$ cat config.mk
export PLATFORM = sky130hd
export DESIGN_NAME = signed_number_to_led_matrix_frame_flat
export DESIGN_NICKNAME = d
export VERILOG_FILES = /design/src/rtl/snlmf_pkg.sv /design/src/rtl/snlmf_in_if.sv /design/src/rtl/snlmf_out_if.sv /design/src/rtl/snlmf_sat.sv /design/src/rtl/snlmf_digits.sv /design/src/rtl/snlmf_render.sv /design/src/rtl/signed_number_to_led_matrix_frame.sv /design/src/flat_wrapper.sv
export SDC_FILE = /design/constraint.sdc
export NUM_CORES = 1
export LEC_CHECK = 0
export BUFFER_PORTS_ARGS = -buffer_cell sky130_fd_sc_hd__buf_2
export CAP_MARGIN = 20
export CORE_ASPECT_RATIO = 0.75
export CORE_UTILIZATION = 64
export DETAILED_ROUTE_END_ITERATION = 10
export PLACE_DENSITY_LB_ADDON = 0.08
export SLEW_MARGIN = 5
export SYNTH_ARGS = -nofsm -noshare
export SYNTH_HDL_FRONTEND = slang
export SYNTH_SLANG_ARGS = --single-unit
export TNS_END_PERCENT = 5
$ cat constraint.sdc
create_clock -name clk_i -period 7.2 [get_ports clk_i]
set_clock_uncertainty 0.1 [all_clocks]
set_input_delay 2.16 -clock clk_i [delete_from_list [all_inputs] [get_ports clk_i]]
set_output_delay 2.16 -clock clk_i [all_outputs]
set_load 0.01 [all_outputs]
$ cat src/rtl/snlmf_pkg.sv
`timescale 1ns / 1ps
// ----------------------------------------------------------------------------
// snlmf_pkg
// Types, constants and glyph tables for the number to LED matrix frame block.
// ----------------------------------------------------------------------------
package snlmf_pkg;

  localparam int unsigned ValueW = 16;
  localparam int unsigned RowW   = 8;
  localparam int unsigned RestW  = 10;  // magnitude modulo one thousand
  localparam int unsigned QuotW  = 7;   // rest divided by ten, 0..99
  localparam int unsigned DigitW = 4;

  localparam logic [ValueW-1:0] SatLimit = 16'd1999;
  localparam logic [10:0]       Thousand = 11'd1000;
  localparam logic [RowW-1:0]   MarkBit  = 8'h80;

  // x / 100 == (x * 5243) >> 19 and x / 10 == (x * 205) >> 11 for x below 1000
  localparam int unsigned HundMulW = 23;
  localparam logic [HundMulW-1:0] HundRecip = 23'd5243;
  localparam int unsigned HundShift = 19;
  localparam int unsigned TenMulW = 18;
  localparam logic [TenMulW-1:0] TenRecip = 18'd205;
  localparam int unsigned TenShift = 11;

  typedef logic [4:0][3:0] glyph_t;

  typedef struct packed {
    logic             neg;
    logic             thou;
    logic [RestW-1:0] rest;
  } sat_t;

  typedef struct packed {
    logic              neg;
    logic              thou;
    logic [RestW-1:0]  rest;
    logic [QuotW-1:0]  quot;
    logic [DigitW-1:0] hund;
  } quot_t;

  typedef struct packed {
    logic              neg;
    logic              thou;
    logic [DigitW-1:0] hund;
    logic [DigitW-1:0] tens;
    logic [DigitW-1:0] ones;
  } digit_t;

  // 3x5 glyph, entry 0 is the top row
  function automatic glyph_t digit_glyph(input logic [DigitW-1:0] d);
    glyph_t g;
    case (d)
      4'd0:    g = {4'h7, 4'h5, 4'h5, 4'h5, 4'h7};
      4'd1:    g = {4'h4, 4'h4, 4'h4, 4'h4, 4'h4};
      4'd2:    g = {4'h7, 4'h1, 4'h7, 4'h4, 4'h7};
      4'd3:    g = {4'h7, 4'h4, 4'h7, 4'h4, 4'h7};
      4'd4:    g = {4'h4, 4'h4, 4'h7, 4'h5, 4'h5};
      4'd5:    g = {4'h7, 4'h4, 4'h7, 4'h1, 4'h7};
      4'd6:    g = {4'h7, 4'h5, 4'h7, 4'h1, 4'h7};
      4'd7:    g = {4'h4, 4'h4, 4'h4, 4'h4, 4'h7};
      4'd8:    g = {4'h7, 4'h5, 4'h7, 4'h5, 4'h7};
      4'd9:    g = {4'h7, 4'h4, 4'h7, 4'h5, 4'h7};
      default: g = '0;
    endcase
    return g;
  endfunction

  // bar graph rows, {row6, row7}
  function automatic logic [2*RowW-1:0] bar_rows(input logic [DigitW-1:0] d);
    logic [2*RowW-1:0] b;
    case (d)
      4'd0:    b = {8'h00, 8'h00};
      4'd1:    b = {8'h00, 8'h40};
      4'd2:    b = {8'h40, 8'h60};
      4'd3:    b = {8'h60, 8'h70};
      4'd4:    b = {8'h70, 8'h78};
      4'd5:    b = {8'h78, 8'h7c};
      4'd6:    b = {8'h7c, 8'h7e};
      4'd7:    b = {8'h7e, 8'h7f};
      4'd8:    b = {8'h7f, 8'hff};
      4'd9:    b = {8'hff, 8'hff};
      default: b = '0;
    endcase
    return b;
  endfunction

endpackage

$ cat src/rtl/snlmf_in_if.sv
`timescale 1ns / 1ps
// ----------------------------------------------------------------------------
// snlmf_in_if
// Request channel carrying one signed number.
// ----------------------------------------------------------------------------
interface snlmf_in_if;
  logic               valid;
  logic               ready;
  logic signed [15:0] value;

  modport source (output valid, output value, input ready);
  modport sink (input valid, input value, output ready);
endinterface

$ cat src/rtl/snlmf_out_if.sv
`timescale 1ns / 1ps
// ----------------------------------------------------------------------------
// snlmf_out_if
// Request channel carrying one 8x8 frame as eight row bytes.
// ----------------------------------------------------------------------------
interface snlmf_out_if;
  logic       valid;
  logic       ready;
  logic [7:0] row0;
  logic [7:0] row1;
  logic [7:0] row2;
  logic [7:0] row3;
  logic [7:0] row4;
  logic [7:0] row5;
  logic [7:0] row6;
  logic [7:0] row7;

  modport source (output valid, output row0, output row1, output row2, output row3,
                  output row4, output row5, output row6, output row7, input ready);
  modport sink (input valid, input row0, input row1, input row2, input row3,
                input row4, input row5, input row6, input row7, output ready);
endinterface

$ cat src/rtl/snlmf_sat.sv
`timescale 1ns / 1ps
// ----------------------------------------------------------------------------
// snlmf_sat
// Stage 1: magnitude, saturation to 1999 and split off of the thousands.
// ----------------------------------------------------------------------------
module snlmf_sat
  import snlmf_pkg::*;
(
  input  logic                     clk_i,
  input  logic                     rst_ni,
  input  logic                     valid_i,
  output logic                     ready_o,
  input  logic signed [ValueW-1:0] value_i,
  output logic                     valid_o,
  input  logic                     ready_i,
  output sat_t                     data_o
);

  logic              valid_q;
  logic              en;
  sat_t              data_d, data_q;
  logic [ValueW-1:0] mag;
  logic [10:0]       sat;

  assign en      = !valid_q || ready_i;
  assign ready_o = en;

  always_comb begin
    // -32768 gives 0x8000, which is still the right unsigned magnitude
    mag = value_i[ValueW-1] ? (~value_i + 16'd1) : value_i;
    sat = (mag > SatLimit) ? SatLimit[10:0] : mag[10:0];
    data_d.neg  = value_i[ValueW-1];
    data_d.thou = (sat >= Thousand);
    data_d.rest = data_d.thou ? RestW'(sat - Thousand) : sat[RestW-1:0];
  end

  always_ff @(posedge clk_i or negedge rst_ni) begin
    if (!rst_ni) begin
      valid_q <= 1'b0;
    end else if (en) begin
      valid_q <= valid_i;
    end
  end

  always_ff @(posedge clk_i) begin
    if (en && valid_i) begin
      data_q <= data_d;
    end
  end

  assign valid_o = valid_q;
  assign data_o  = data_q;

endmodule

$ cat src/rtl/snlmf_digits.sv
`timescale 1ns / 1ps
// ----------------------------------------------------------------------------
// snlmf_digits
// Stages 2 and 3: reciprocal multiplies, then hundreds, tens and ones digits.
// ----------------------------------------------------------------------------
module snlmf_digits
  import snlmf_pkg::*;
(
  input  logic   clk_i,
  input  logic   rst_ni,
  input  logic   valid_i,
  output logic   ready_o,
  input  sat_t   data_i,
  output logic   valid_o,
  input  logic   ready_i,
  output digit_t data_o
);

  logic                valid2_q, valid3_q;
  logic                en2, en3;
  quot_t               quot_d, quot_q;
  digit_t              dig_d, dig_q;
  logic [HundMulW-1:0] hund_prod;
  logic [TenMulW-1:0]  ten_prod;
  logic [RestW-1:0]    tens_x10;
  logic [QuotW-1:0]    hund_x10;

  assign en3     = !valid3_q || ready_i;
  assign en2     = !valid2_q || en3;
  assign ready_o = en2;

  // stage 2: rest / 100 and rest / 10 by reciprocal
  always_comb begin
    hund_prod   = HundMulW'(data_i.rest) * HundRecip;
    ten_prod    = TenMulW'(data_i.rest) * TenRecip;
    quot_d.neg  = data_i.neg;
    quot_d.thou = data_i.thou;
    quot_d.rest = data_i.rest;
    quot_d.quot = ten_prod[TenShift +: QuotW];
    quot_d.hund = hund_prod[HundShift +: DigitW];
  end

  // stage 3: remainders give tens and ones
  always_comb begin
    tens_x10   = RestW'(quot_q.quot) * RestW'(10);
    hund_x10   = QuotW'(quot_q.hund) * QuotW'(10);
    dig_d.neg  = quot_q.neg;
    dig_d.thou = quot_q.thou;
    dig_d.hund = quot_q.hund;
    dig_d.tens = DigitW'(quot_q.quot - hund_x10);
    dig_d.ones = DigitW'(quot_q.rest - tens_x10);
  end

  always_ff @(posedge clk_i or negedge rst_ni) begin
    if (!rst_ni) begin
      valid2_q <= 1'b0;
      valid3_q <= 1'b0;
    end else begin
      if (en2) begin
        valid2_q <= valid_i;
      end
      if (en3) begin
        valid3_q <= valid2_q;
      end
    end
  end

  always_ff @(posedge clk_i) begin
    if (en2 && valid_i) begin
      quot_q <= quot_d;
    end
    if (en3 && valid2_q) begin
      dig_q <= dig_d;
    end
  end

  assign valid_o = valid3_q;
  assign data_o  = dig_q;

`ifndef ASSERT_OFF
  a_rest_range: assert property (@(posedge clk_i) disable iff (!rst_ni)
    valid_i |-> data_i.rest < RestW'(1000))
    else $error("rest out of range");
  a_quot_range: assert property (@(posedge clk_i) disable iff (!rst_ni)
    valid2_q |-> (quot_q.hund < DigitW'(10)) && (quot_q.quot < QuotW'(100)))
    else $error("quotient out of range");
  a_digit_range: assert property (@(posedge clk_i) disable iff (!rst_ni)
    valid3_q |-> (dig_q.hund < DigitW'(10)) && (dig_q.tens < DigitW'(10)) &&
                 (dig_q.ones < DigitW'(10)))
    else $error("digit out of range");
  a_stall_hold: assert property (@(posedge clk_i) disable iff (!rst_ni)
    valid3_q && !ready_i |=> valid3_q && $stable(dig_q))
    else $error("stage 3 lost a request");
`endif

endmodule

$ cat src/rtl/snlmf_render.sv
`timescale 1ns / 1ps
// ----------------------------------------------------------------------------
// snlmf_render
// Stage 4: glyph and bar graph lookup into the output frame register.
// ----------------------------------------------------------------------------
module snlmf_render
  import snlmf_pkg::*;
(
  input  logic           clk_i,
  input  logic           rst_ni,
  input  logic           valid_i,
  output logic           ready_o,
  input  digit_t         data_i,
  snlmf_out_if.source    out_if
);

  logic                   valid_q;
  logic                   en;
  glyph_t                 hund_g, tens_g;
  logic [2*RowW-1:0]      bar;
  logic [7:0][RowW-1:0]   rows_d, rows_q;

  assign en      = !valid_q || out_if.ready;
  assign ready_o = en;

  always_comb begin
    hund_g = digit_glyph(data_i.hund);
    tens_g = digit_glyph(data_i.tens);
    bar    = bar_rows(data_i.ones);
    for (int i = 0; i < 5; i++) begin
      rows_d[i] = {tens_g[i], hund_g[i]};
    end
    rows_d[5] = data_i.thou ? MarkBit : '0;
    rows_d[6] = bar[2*RowW-1:RowW];
    rows_d[7] = bar[RowW-1:0];
    if (data_i.neg) begin
      rows_d[2] = rows_d[2] | MarkBit;
    end
  end

  always_ff @(posedge clk_i or negedge rst_ni) begin
    if (!rst_ni) begin
      valid_q <= 1'b0;
    end else if (en) begin
      valid_q <= valid_i;
    end
  end

  always_ff @(posedge clk_i) begin
    if (en && valid_i) begin
      rows_q <= rows_d;
    end
  end

  assign out_if.valid = valid_q;
  assign out_if.row0  = rows_q[0];
  assign out_if.row1  = rows_q[1];
  assign out_if.row2  = rows_q[2];
  assign out_if.row3  = rows_q[3];
  assign out_if.row4  = rows_q[4];
  assign out_if.row5  = rows_q[5];
  assign out_if.row6  = rows_q[6];
  assign out_if.row7  = rows_q[7];

endmodule

$ cat src/rtl/signed_number_to_led_matrix_frame.sv
`timescale 1ns / 1ps
// ----------------------------------------------------------------------------
// signed_number_to_led_matrix_frame
// Turns a signed 16-bit number into one 8x8 LED matrix frame of eight rows.
// ----------------------------------------------------------------------------
// Usage:
//   in_if carries one signed number per request, out_if one frame (row0..row7)
//   per request, both with valid/ready. Every input request gives exactly one
//   frame, in order. The number saturates to +/-1999.
// Pipeline: four register stages (saturate, reciprocal multiplies, digit
//   remainders, glyph lookup into the output register) lie between the
//   accepting edge and out_if.valid.
// Throughput: one request per cycle while out_if.ready is high; the deepest
//   logic is the 10x13 bit reciprocal multiply of stage 2.
// Reset: rst_ni clears all stage valid bits; the pipeline comes up empty and
//   in_if.ready is high in the first cycle after reset.
// Stall: when out_if.ready is low the frame holds; earlier stages keep
//   filling empty slots, and in_if.ready drops once every stage holds a
//   request. Nothing is dropped or repeated.
// ----------------------------------------------------------------------------
module signed_number_to_led_matrix_frame
  import snlmf_pkg::*;
(
  input  logic        clk_i,
  input  logic        rst_ni,
  snlmf_in_if.sink    in_if,
  snlmf_out_if.source out_if
);

  logic   s1_valid, s1_ready;
  sat_t   s1_data;
  logic   s3_valid, s3_ready;
  digit_t s3_data;

  snlmf_sat u_sat (
    .clk_i   (clk_i),
    .rst_ni  (rst_ni),
    .valid_i (in_if.valid),
    .ready_o (in_if.ready),
    .value_i (in_if.value),
    .valid_o (s1_valid),
    .ready_i (s1_ready),
    .data_o  (s1_data)
  );

  snlmf_digits u_digits (
    .clk_i   (clk_i),
    .rst_ni  (rst_ni),
    .valid_i (s1_valid),
    .ready_o (s1_ready),
    .data_i  (s1_data),
    .valid_o (s3_valid),
    .ready_i (s3_ready),
    .data_o  (s3_data)
  );

  snlmf_render u_render (
    .clk_i   (clk_i),
    .rst_ni  (rst_ni),
    .valid_i (s3_valid),
    .ready_o (s3_ready),
    .data_i  (s3_data),
    .out_if  (out_if)
  );

endmodule
$ cat src/flat_wrapper.sv
// flat-port wrapper written by rule: the top's interface ports become plain ports
module signed_number_to_led_matrix_frame_flat import snlmf_pkg::*;
  (clk_i, rst_ni, in_if_valid, in_if_value, in_if_ready, out_if_valid, out_if_row0, out_if_row1, out_if_row2, out_if_row3, out_if_row4, out_if_row5, out_if_row6, out_if_row7, out_if_ready);
  snlmf_in_if in_if_i ();
  snlmf_out_if out_if_i ();
  input  logic clk_i;
  input  logic rst_ni;
  input wire logic [$bits(in_if_i.valid)-1:0] in_if_valid;
  input wire logic [$bits(in_if_i.value)-1:0] in_if_value;
  output wire logic [$bits(in_if_i.ready)-1:0] in_if_ready;
  output wire logic [$bits(out_if_i.valid)-1:0] out_if_valid;
  output wire logic [$bits(out_if_i.row0)-1:0] out_if_row0;
  output wire logic [$bits(out_if_i.row1)-1:0] out_if_row1;
  output wire logic [$bits(out_if_i.row2)-1:0] out_if_row2;
  output wire logic [$bits(out_if_i.row3)-1:0] out_if_row3;
  output wire logic [$bits(out_if_i.row4)-1:0] out_if_row4;
  output wire logic [$bits(out_if_i.row5)-1:0] out_if_row5;
  output wire logic [$bits(out_if_i.row6)-1:0] out_if_row6;
  output wire logic [$bits(out_if_i.row7)-1:0] out_if_row7;
  input wire logic [$bits(out_if_i.ready)-1:0] out_if_ready;
  assign in_if_i.valid = in_if_valid;
  assign in_if_i.value = in_if_value;
  assign in_if_ready = in_if_i.ready;
  assign out_if_valid = out_if_i.valid;
  assign out_if_row0 = out_if_i.row0;
  assign out_if_row1 = out_if_i.row1;
  assign out_if_row2 = out_if_i.row2;
  assign out_if_row3 = out_if_i.row3;
  assign out_if_row4 = out_if_i.row4;
  assign out_if_row5 = out_if_i.row5;
  assign out_if_row6 = out_if_i.row6;
  assign out_if_row7 = out_if_i.row7;
  assign out_if_i.ready = out_if_ready;
  signed_number_to_led_matrix_frame u_core (.clk_i(clk_i), .rst_ni(rst_ni), .in_if(in_if_i), .out_if(out_if_i));
endmodule
Word level (Yosys, flattened, before mapping)
Memories as Yosys holds them, arrays and structs flattened. A register that Yosys moved wholly into a read port is not among the register bits.
Cells that the tools add are included.
Cells by class
  add/sub/neg operators: 4
  $mul: 4
  order comparisons: 2
  muxes and demuxes: 4
  bitwise gates (word level): 1
  reduce and logical (&&, ||, !) cells: 12
Operator list (number)
  10-bit by 13-bit multiplier with 23-bit output (second input constant): 1
  10-bit by 8-bit multiplier with 18-bit output (second input constant): 1
  16-bit by 1-bit adder with 16-bit output (second input constant): 1
  16-bit by 11-bit > comparator with 1-bit output (second input constant): 1
  16-bit 2-to-1 mux: 1
  16-bit NOT: 1
  11-bit by 10-bit greater-or-equal comparator with 1-bit output (second input constant): 1
  11-bit 2-to-1 mux: 1
  10-bit 2-to-1 mux: 1
  10-bit subtractor (second input constant): 1
  8-bit 2-to-1 mux: 1
  4-bit subtractor: 2
  7-bit by 3-bit multiplier with 3-bit output (second input constant): 1
  1-bit logical AND: 4
  1-bit zero test: 4
  1-bit logical OR: 4
  4-bit by 3-bit multiplier with 3-bit output (second input constant): 1
Word-level totals
  bits in registers: 95
  bits in read-only memories: 672
  input port bits: 20
  logic and storage cells: 54
  memories kept: 3
Memory list
  (no name shown): depth 16, width 16, rd ports 1, clocked after Yosys merged registers in 1, wr ports 0, line snlmf_pkg.sv:72  | case (d)
  (no name shown): depth 16, width 13, rd ports 1, clocked after Yosys merged registers in 1, wr ports 0, line snlmf_pkg.sv:53  | case (d)
  (no name shown): depth 16, width 13, rd ports 1, clocked after Yosys merged registers in 1, wr ports 0, line snlmf_pkg.sv:53

Longest topological paths before layout
  depth after elaboration: 7
  gate-level depth with buffers: 17
  mapped depth without buffers: 17

Cells and area by module
A second synthesis with hierarchy kept.
Unflattened totals
  cell total of the unflattened synthesis: 677
  area total of the unflattened synthesis: 7407.1 µm²
Modules (own cells, without submodules)
  snlmf_digits: instances 1, cells an instance 370, area an instance 4241.6 µm²
  snlmf_render: instances 1, cells an instance 157, area an instance 1825.5 µm²
  snlmf_sat: instances 1, cells an instance 150, area an instance 1340.0 µm²

Worst setup path before layout
Ideal clock, no wire load.
  kind: input to register
  start point: input port in_if_value[2]
  end point: register u_core.u_sat.data_q (netlist bit u_core.u_sat.data_o[6]), data pin
  setup time: 0.259 ns
  data arrival time: 5.080 ns
  path slack: 1.761 ns
  stages: 15
  buffers on the path: 4
  path through: buf_6 or3_1 buf_6 o41ai_4 xor2_1 a21oi_1 a211o_1 clkbuf_1 or2_1 ha_1 nor4_1 a211o_1 buf_6 and3_1 o21bai_1
RTL lines
  start: declaration: line flat_wrapper.sv:9  | input wire logic [$bits(in_if_i.value)-1:0] in_if_value;
  end signal: assignment: line snlmf_sat.sv:47  | data_q <= data_d;
  end: declaration: line snlmf_sat.sv:21  | sat_t data_d, data_q;

==> summary.md <==
| Metric | Value |
|---|---|
| Outcome | `complete, no violations` |
| Clock Tree Root | `clkbuf_16` |
| Hold_sp | `u_core.u_digits.dig_d[12]` |
| GPL Wtd Cong | `about 0.9` |
| Post-synth EDFFs | `71` |
| Int Pwr | `about 1.7 mW` |
| Worst EP arrival | `between 5 and 6 ns` |
| Max incr delay on CP | `around 0.48 ns` |
| CTS Buffer Depth | `2` |
| Final-report setup violation count | `0` |
| Number of I/O pins | `86` |
| Synth warn | `0` |
| CTS tree | `yes` |
| Drt first pass iters | `5` |
| Peak supply drop | `0.000247 V` |
| First-pass GRT wire length | `about 22 mm` |
| Starting DRT DRC Count | `between 200 and 300` |
| Post-DRT Antenna Nets | `0` |
| Leak | `3.72 nW` |
| Share of cells above drive strength 1 | `about an eighth` |
| Period Utilization, post-route | `around four fifths` |
| # Post-CTS Setup Buffers | `0` |
| Cts hold-fix bufs | `0` |
| Site Rows | `32` |
| P_sw | `~1.1 mW` |
| Die Area | `approximately 11000 sq um` |
| DRT Wirelength | `between 10 and 15 mm` |
| Register area share after synthesis | `approximately a third` |
| Yosys reg bits | `75` |
| Reg2reg setup slack | `~1.5 ns` |
| Least-Margin Pin Slew | `around 0.87 ns` |
| Sink Count | `75` |
| Clock latency on the worst-skew pair | `about 0.33 ns` |
| Clock Power Share | `17.7%` |
| RSZ-0062 raised after global routing | `no` |
| Num CTS Buffers | `9` |
| Worst Setup End Kind | `register` |
| Max Cap Viol | `0` |
| Cell area power density | `between 300 and 400 nW/um^2` |
| Vias in the first global route | `4688` |
| CP required | `just over 7 ns` |
| R2r startpoint | `u_core.u_sat.data_o[3]` |
| Peak Freq | `0.170 GHz` |
| Port Buffers | `65` |
| Reg2Reg Depth | `17` |
| Avg WL per Cell | `about 16 microns` |
| Power share of the combinational group | `between 50% and 60%` |
| Sequential power share | `27.5%` |
| Final net count | `just under 900` |
| Initial antenna violation count | `0` |
| Starting density of the core | `about 67%` |
| Worst r2r dst | `u_core.u_digits.dig_d[11]` |
| Max FO, Critical Path | `12` |
| Multi-input gate area | `4150 sq um` |
| Min-Delay Endpoint | `u_core.u_digits.data_o[12]` |
| Die W | `roughly 120 microns` |
| Worst setup path class | `in2reg` |
| DRC errors left | `0` |
| Register area | `approximately 2200 sq um` |
| Post-CTS Resized | `0` |
| Global route overflow | `0` |
| Vias | `roughly 4600` |
| Gr usage total | `about a quarter` |
| Delay-heaviest family, CP | `simple AND/OR/NAND/NOR gates` |
| Clock-pin transition on the worst setup and hold timing paths | `approximately 0.060 ns` |
| N_diodes | `0` |
| Setup TNS | `0 ns` |
| Post-DR vias/cell | `~5.6` |
| HP Class | `reg2reg` |
| Final Critical Period | `about 5.9 ns` |
| Layout fillers | `around 760` |
| Async SR Flop Fraction | `about 5.3%` |
| Core Area | `between 10000 and 15000 sq um` |
| HPWL after DPL | `10.5 mm` |
| Post-synth top flop | `edfxtp_1` |
| Final hold violations | `0` |
| Synth cell types | `59` |
| Crit path buf inv count | `2` |
| Syn Std Cell Area | `just over 7000 sq um` |
| Die height | `between 90 and 100 microns` |
| Switching Fraction | `approximately two fifths` |
| Rel. slew slack | `between 40% and 50%` |
| Slowest CP cell | `or3b_2` |
| Syn avg cell area | `11.0 sq um` |
| H-tree levels | `3` |
| Critical-path cell list | `buf_2, inv_1, ha_1, or3b_2, a211oi_1, a21oi_1, a211o_1, or2_1, ha_1, nor4_1, a211o_1, nand2_1, mux2i_1` |
| Slew Limit Fails | `0` |
| Area delta synth->final | `8.26%` |
| Min-Delay Path Depth | `0` |
| CP startpoint kind | `input port` |
| Largest net degree at the start of global routing | `32` |
| Post-Syn Instances | `about 640` |
| Final core occ | `72.7%` |
[registers in the layout (all words and copies together), names as in the netlist, 4 cells and up]
name                         cells
u_core.u_digits.quot_q           8
u_core.u_digits.data_o          14
u_core.u_digits.dig_d            6
u_core.u_render.out_if.row2      7
u_core.u_render.out_if.row6      7
u_core.u_render.out_if.row3      4
u_core.u_render.out_if.row1      4
u_core.u_render.out_if.row0      4
u_core.u_sat.data_o             12
[layer usage]
layer	share of wire [%]	GRT usage, %	up-vias
li1	-	-	2242
met1	45	34.2	2250
met2	49	43.1	134
met3	4.8	5.18	17
met4	1.3	7.63	0
met5	0	0	-
[power by group through the flow]
stage                     clock, mW  combinational [mW]  sequential [mW]
after floorplan                   0                1.14            0.774
after global placement            0                1.42            0.770
after detailed placement          0                1.51            0.779
after CTS                     0.502                1.55            0.771
after global routing          0.520                1.79            0.790
final                         0.496                1.54            0.771
[cell usage after synthesis, drive strengths merged (2+ instances only)]
cell type | number | share of area [%]
xor2 | 9 | 1.1
o21a | 7 | 0.74
a211oi | 2 | 0.21
nor3b | 2 | 0.21
nor3 | 2 | 0.14
o41ai | 2 | 0.51
nand2b | 11 | 0.97
and3 | 3 | 0.27
o22ai | 4 | 0.35
a21oi | 27 | 1.9
o21ai | 16 | 1.1
a2111oi | 2 | 0.25
clkbuf | 10 | 0.53
a211o | 5 | 0.62
nor2b | 13 | 1.1
ha | 120 | 21
and4b | 2 | 0.28
inv | 118 | 6.3
edfxtp | 71 | 30
and2 | 4 | 0.35
nor4 | 5 | 0.53
nand4 | 7 | 0.62
fa | 52 | 15
dfrtp | 4 | 1.4
o31ai | 2 | 0.21
nand3b | 3 | 0.32
a21o | 6 | 0.64
a31oi | 5 | 0.44
buf | 37 | 4.1
or4 | 2 | 0.21
nor2 | 21 | 1.1
or2 | 4 | 0.35
or3 | 3 | 0.27
xnor2 | 21 | 2.6
nand3 | 4 | 0.28
mux2i | 6 | 0.85
a41oi | 3 | 0.37
or3b | 2 | 0.25
nand2 | 12 | 0.64
[layout by cell type (no fill, tap or decap), drive strengths merged, types with 4 or more instances in the layout]
master / instances
nand2b: 11
inv: 122
mux2i: 6
nor2b: 13
dfrtp: 4
a21oi: 27
a21o: 6
o21a: 7
or2: 4
a31oi: 5
buf: 66
fa: 52
o22ai: 4
nor2: 21
nand4: 7
conb: 20
o21ai: 16
a211o: 5
clkbuf: 9
nand2: 12
nand3: 4
xor2: 9
ha: 120
nor4: 5
xnor2: 21
edfxtp: 71
and2: 4
[layout make-up]
type | instances | share of cell area (%)
Clock buffer | 9 | 2.94
Tap cell | 136 | 2.22
Inverter | 118 | 5.78
Sequential cell | 75 | 29.2
Timing Repair Buffer | 66 | 4.35
Multi-Input combinational cell | 422 | 54.2
Clock inverter | 7 | 1.39
[per-stage QoR]
| stage | cell area (sq um) | hold slack, ns | total power [mW] | cells | setup WS (ns) |
|---|---|---|---|---|---|
| 2_1_floorplan | 7140 | 0.300 | 1.91 | 662 | 1.76 |
| 3_3_place_gp | 7330 | 0.302 | 2.19 | 817 | 1.18 |
| 3_5_place_dp | 7330 | 0.305 | 2.29 | 817 | 1.04 |
| 4_1_cts | 7660 | 0.316 | 2.82 | 833 | 1.38 |
| 5_1_grt | 7660 | 0.326 | 3.10 | 833 | 0.967 |
| 6_report | 7660 | 0.316 | 2.80 | 833 | 1.33 |
[worst max path at each step]
| stage | start | endpoint | cells after the start |
|---|---|---|---|
| 6_report | in_if_value[0] | u_core.u_sat.data_o[7] | 13 |
| 5_1_grt | in_if_value[0] | u_core.u_sat.data_o[6] | 13 |
| 4_1_cts | in_if_value[0] | u_core.u_sat.data_o[7] | 13 |
| 3_5_place_dp | in_if_value[0] | u_core.u_sat.data_o[7] | 13 |
| 3_3_place_gp | in_if_value[0] | u_core.u_sat.data_o[8] | 13 |
| 2_1_floorplan | in_if_value[2] | u_core.u_sat.data_o[6] | 15 |
[cell families (layout without fill, tap and decap cells)]
kind of cell    after synthesis  after routing  synth area share [%]
flops                        75             75                  31.6
compound gates               91             91                  8.67
other cells                   1             20                0.0530
buf+inv                     165            200                  10.8
simple gates                103            103                  8.37
mux                           6              6                 0.849
xor+xnor                     30             30                  3.71
fa+ha+maj                   172            172                  35.9
No activity file was read; power rests on OpenSTA's default activity.
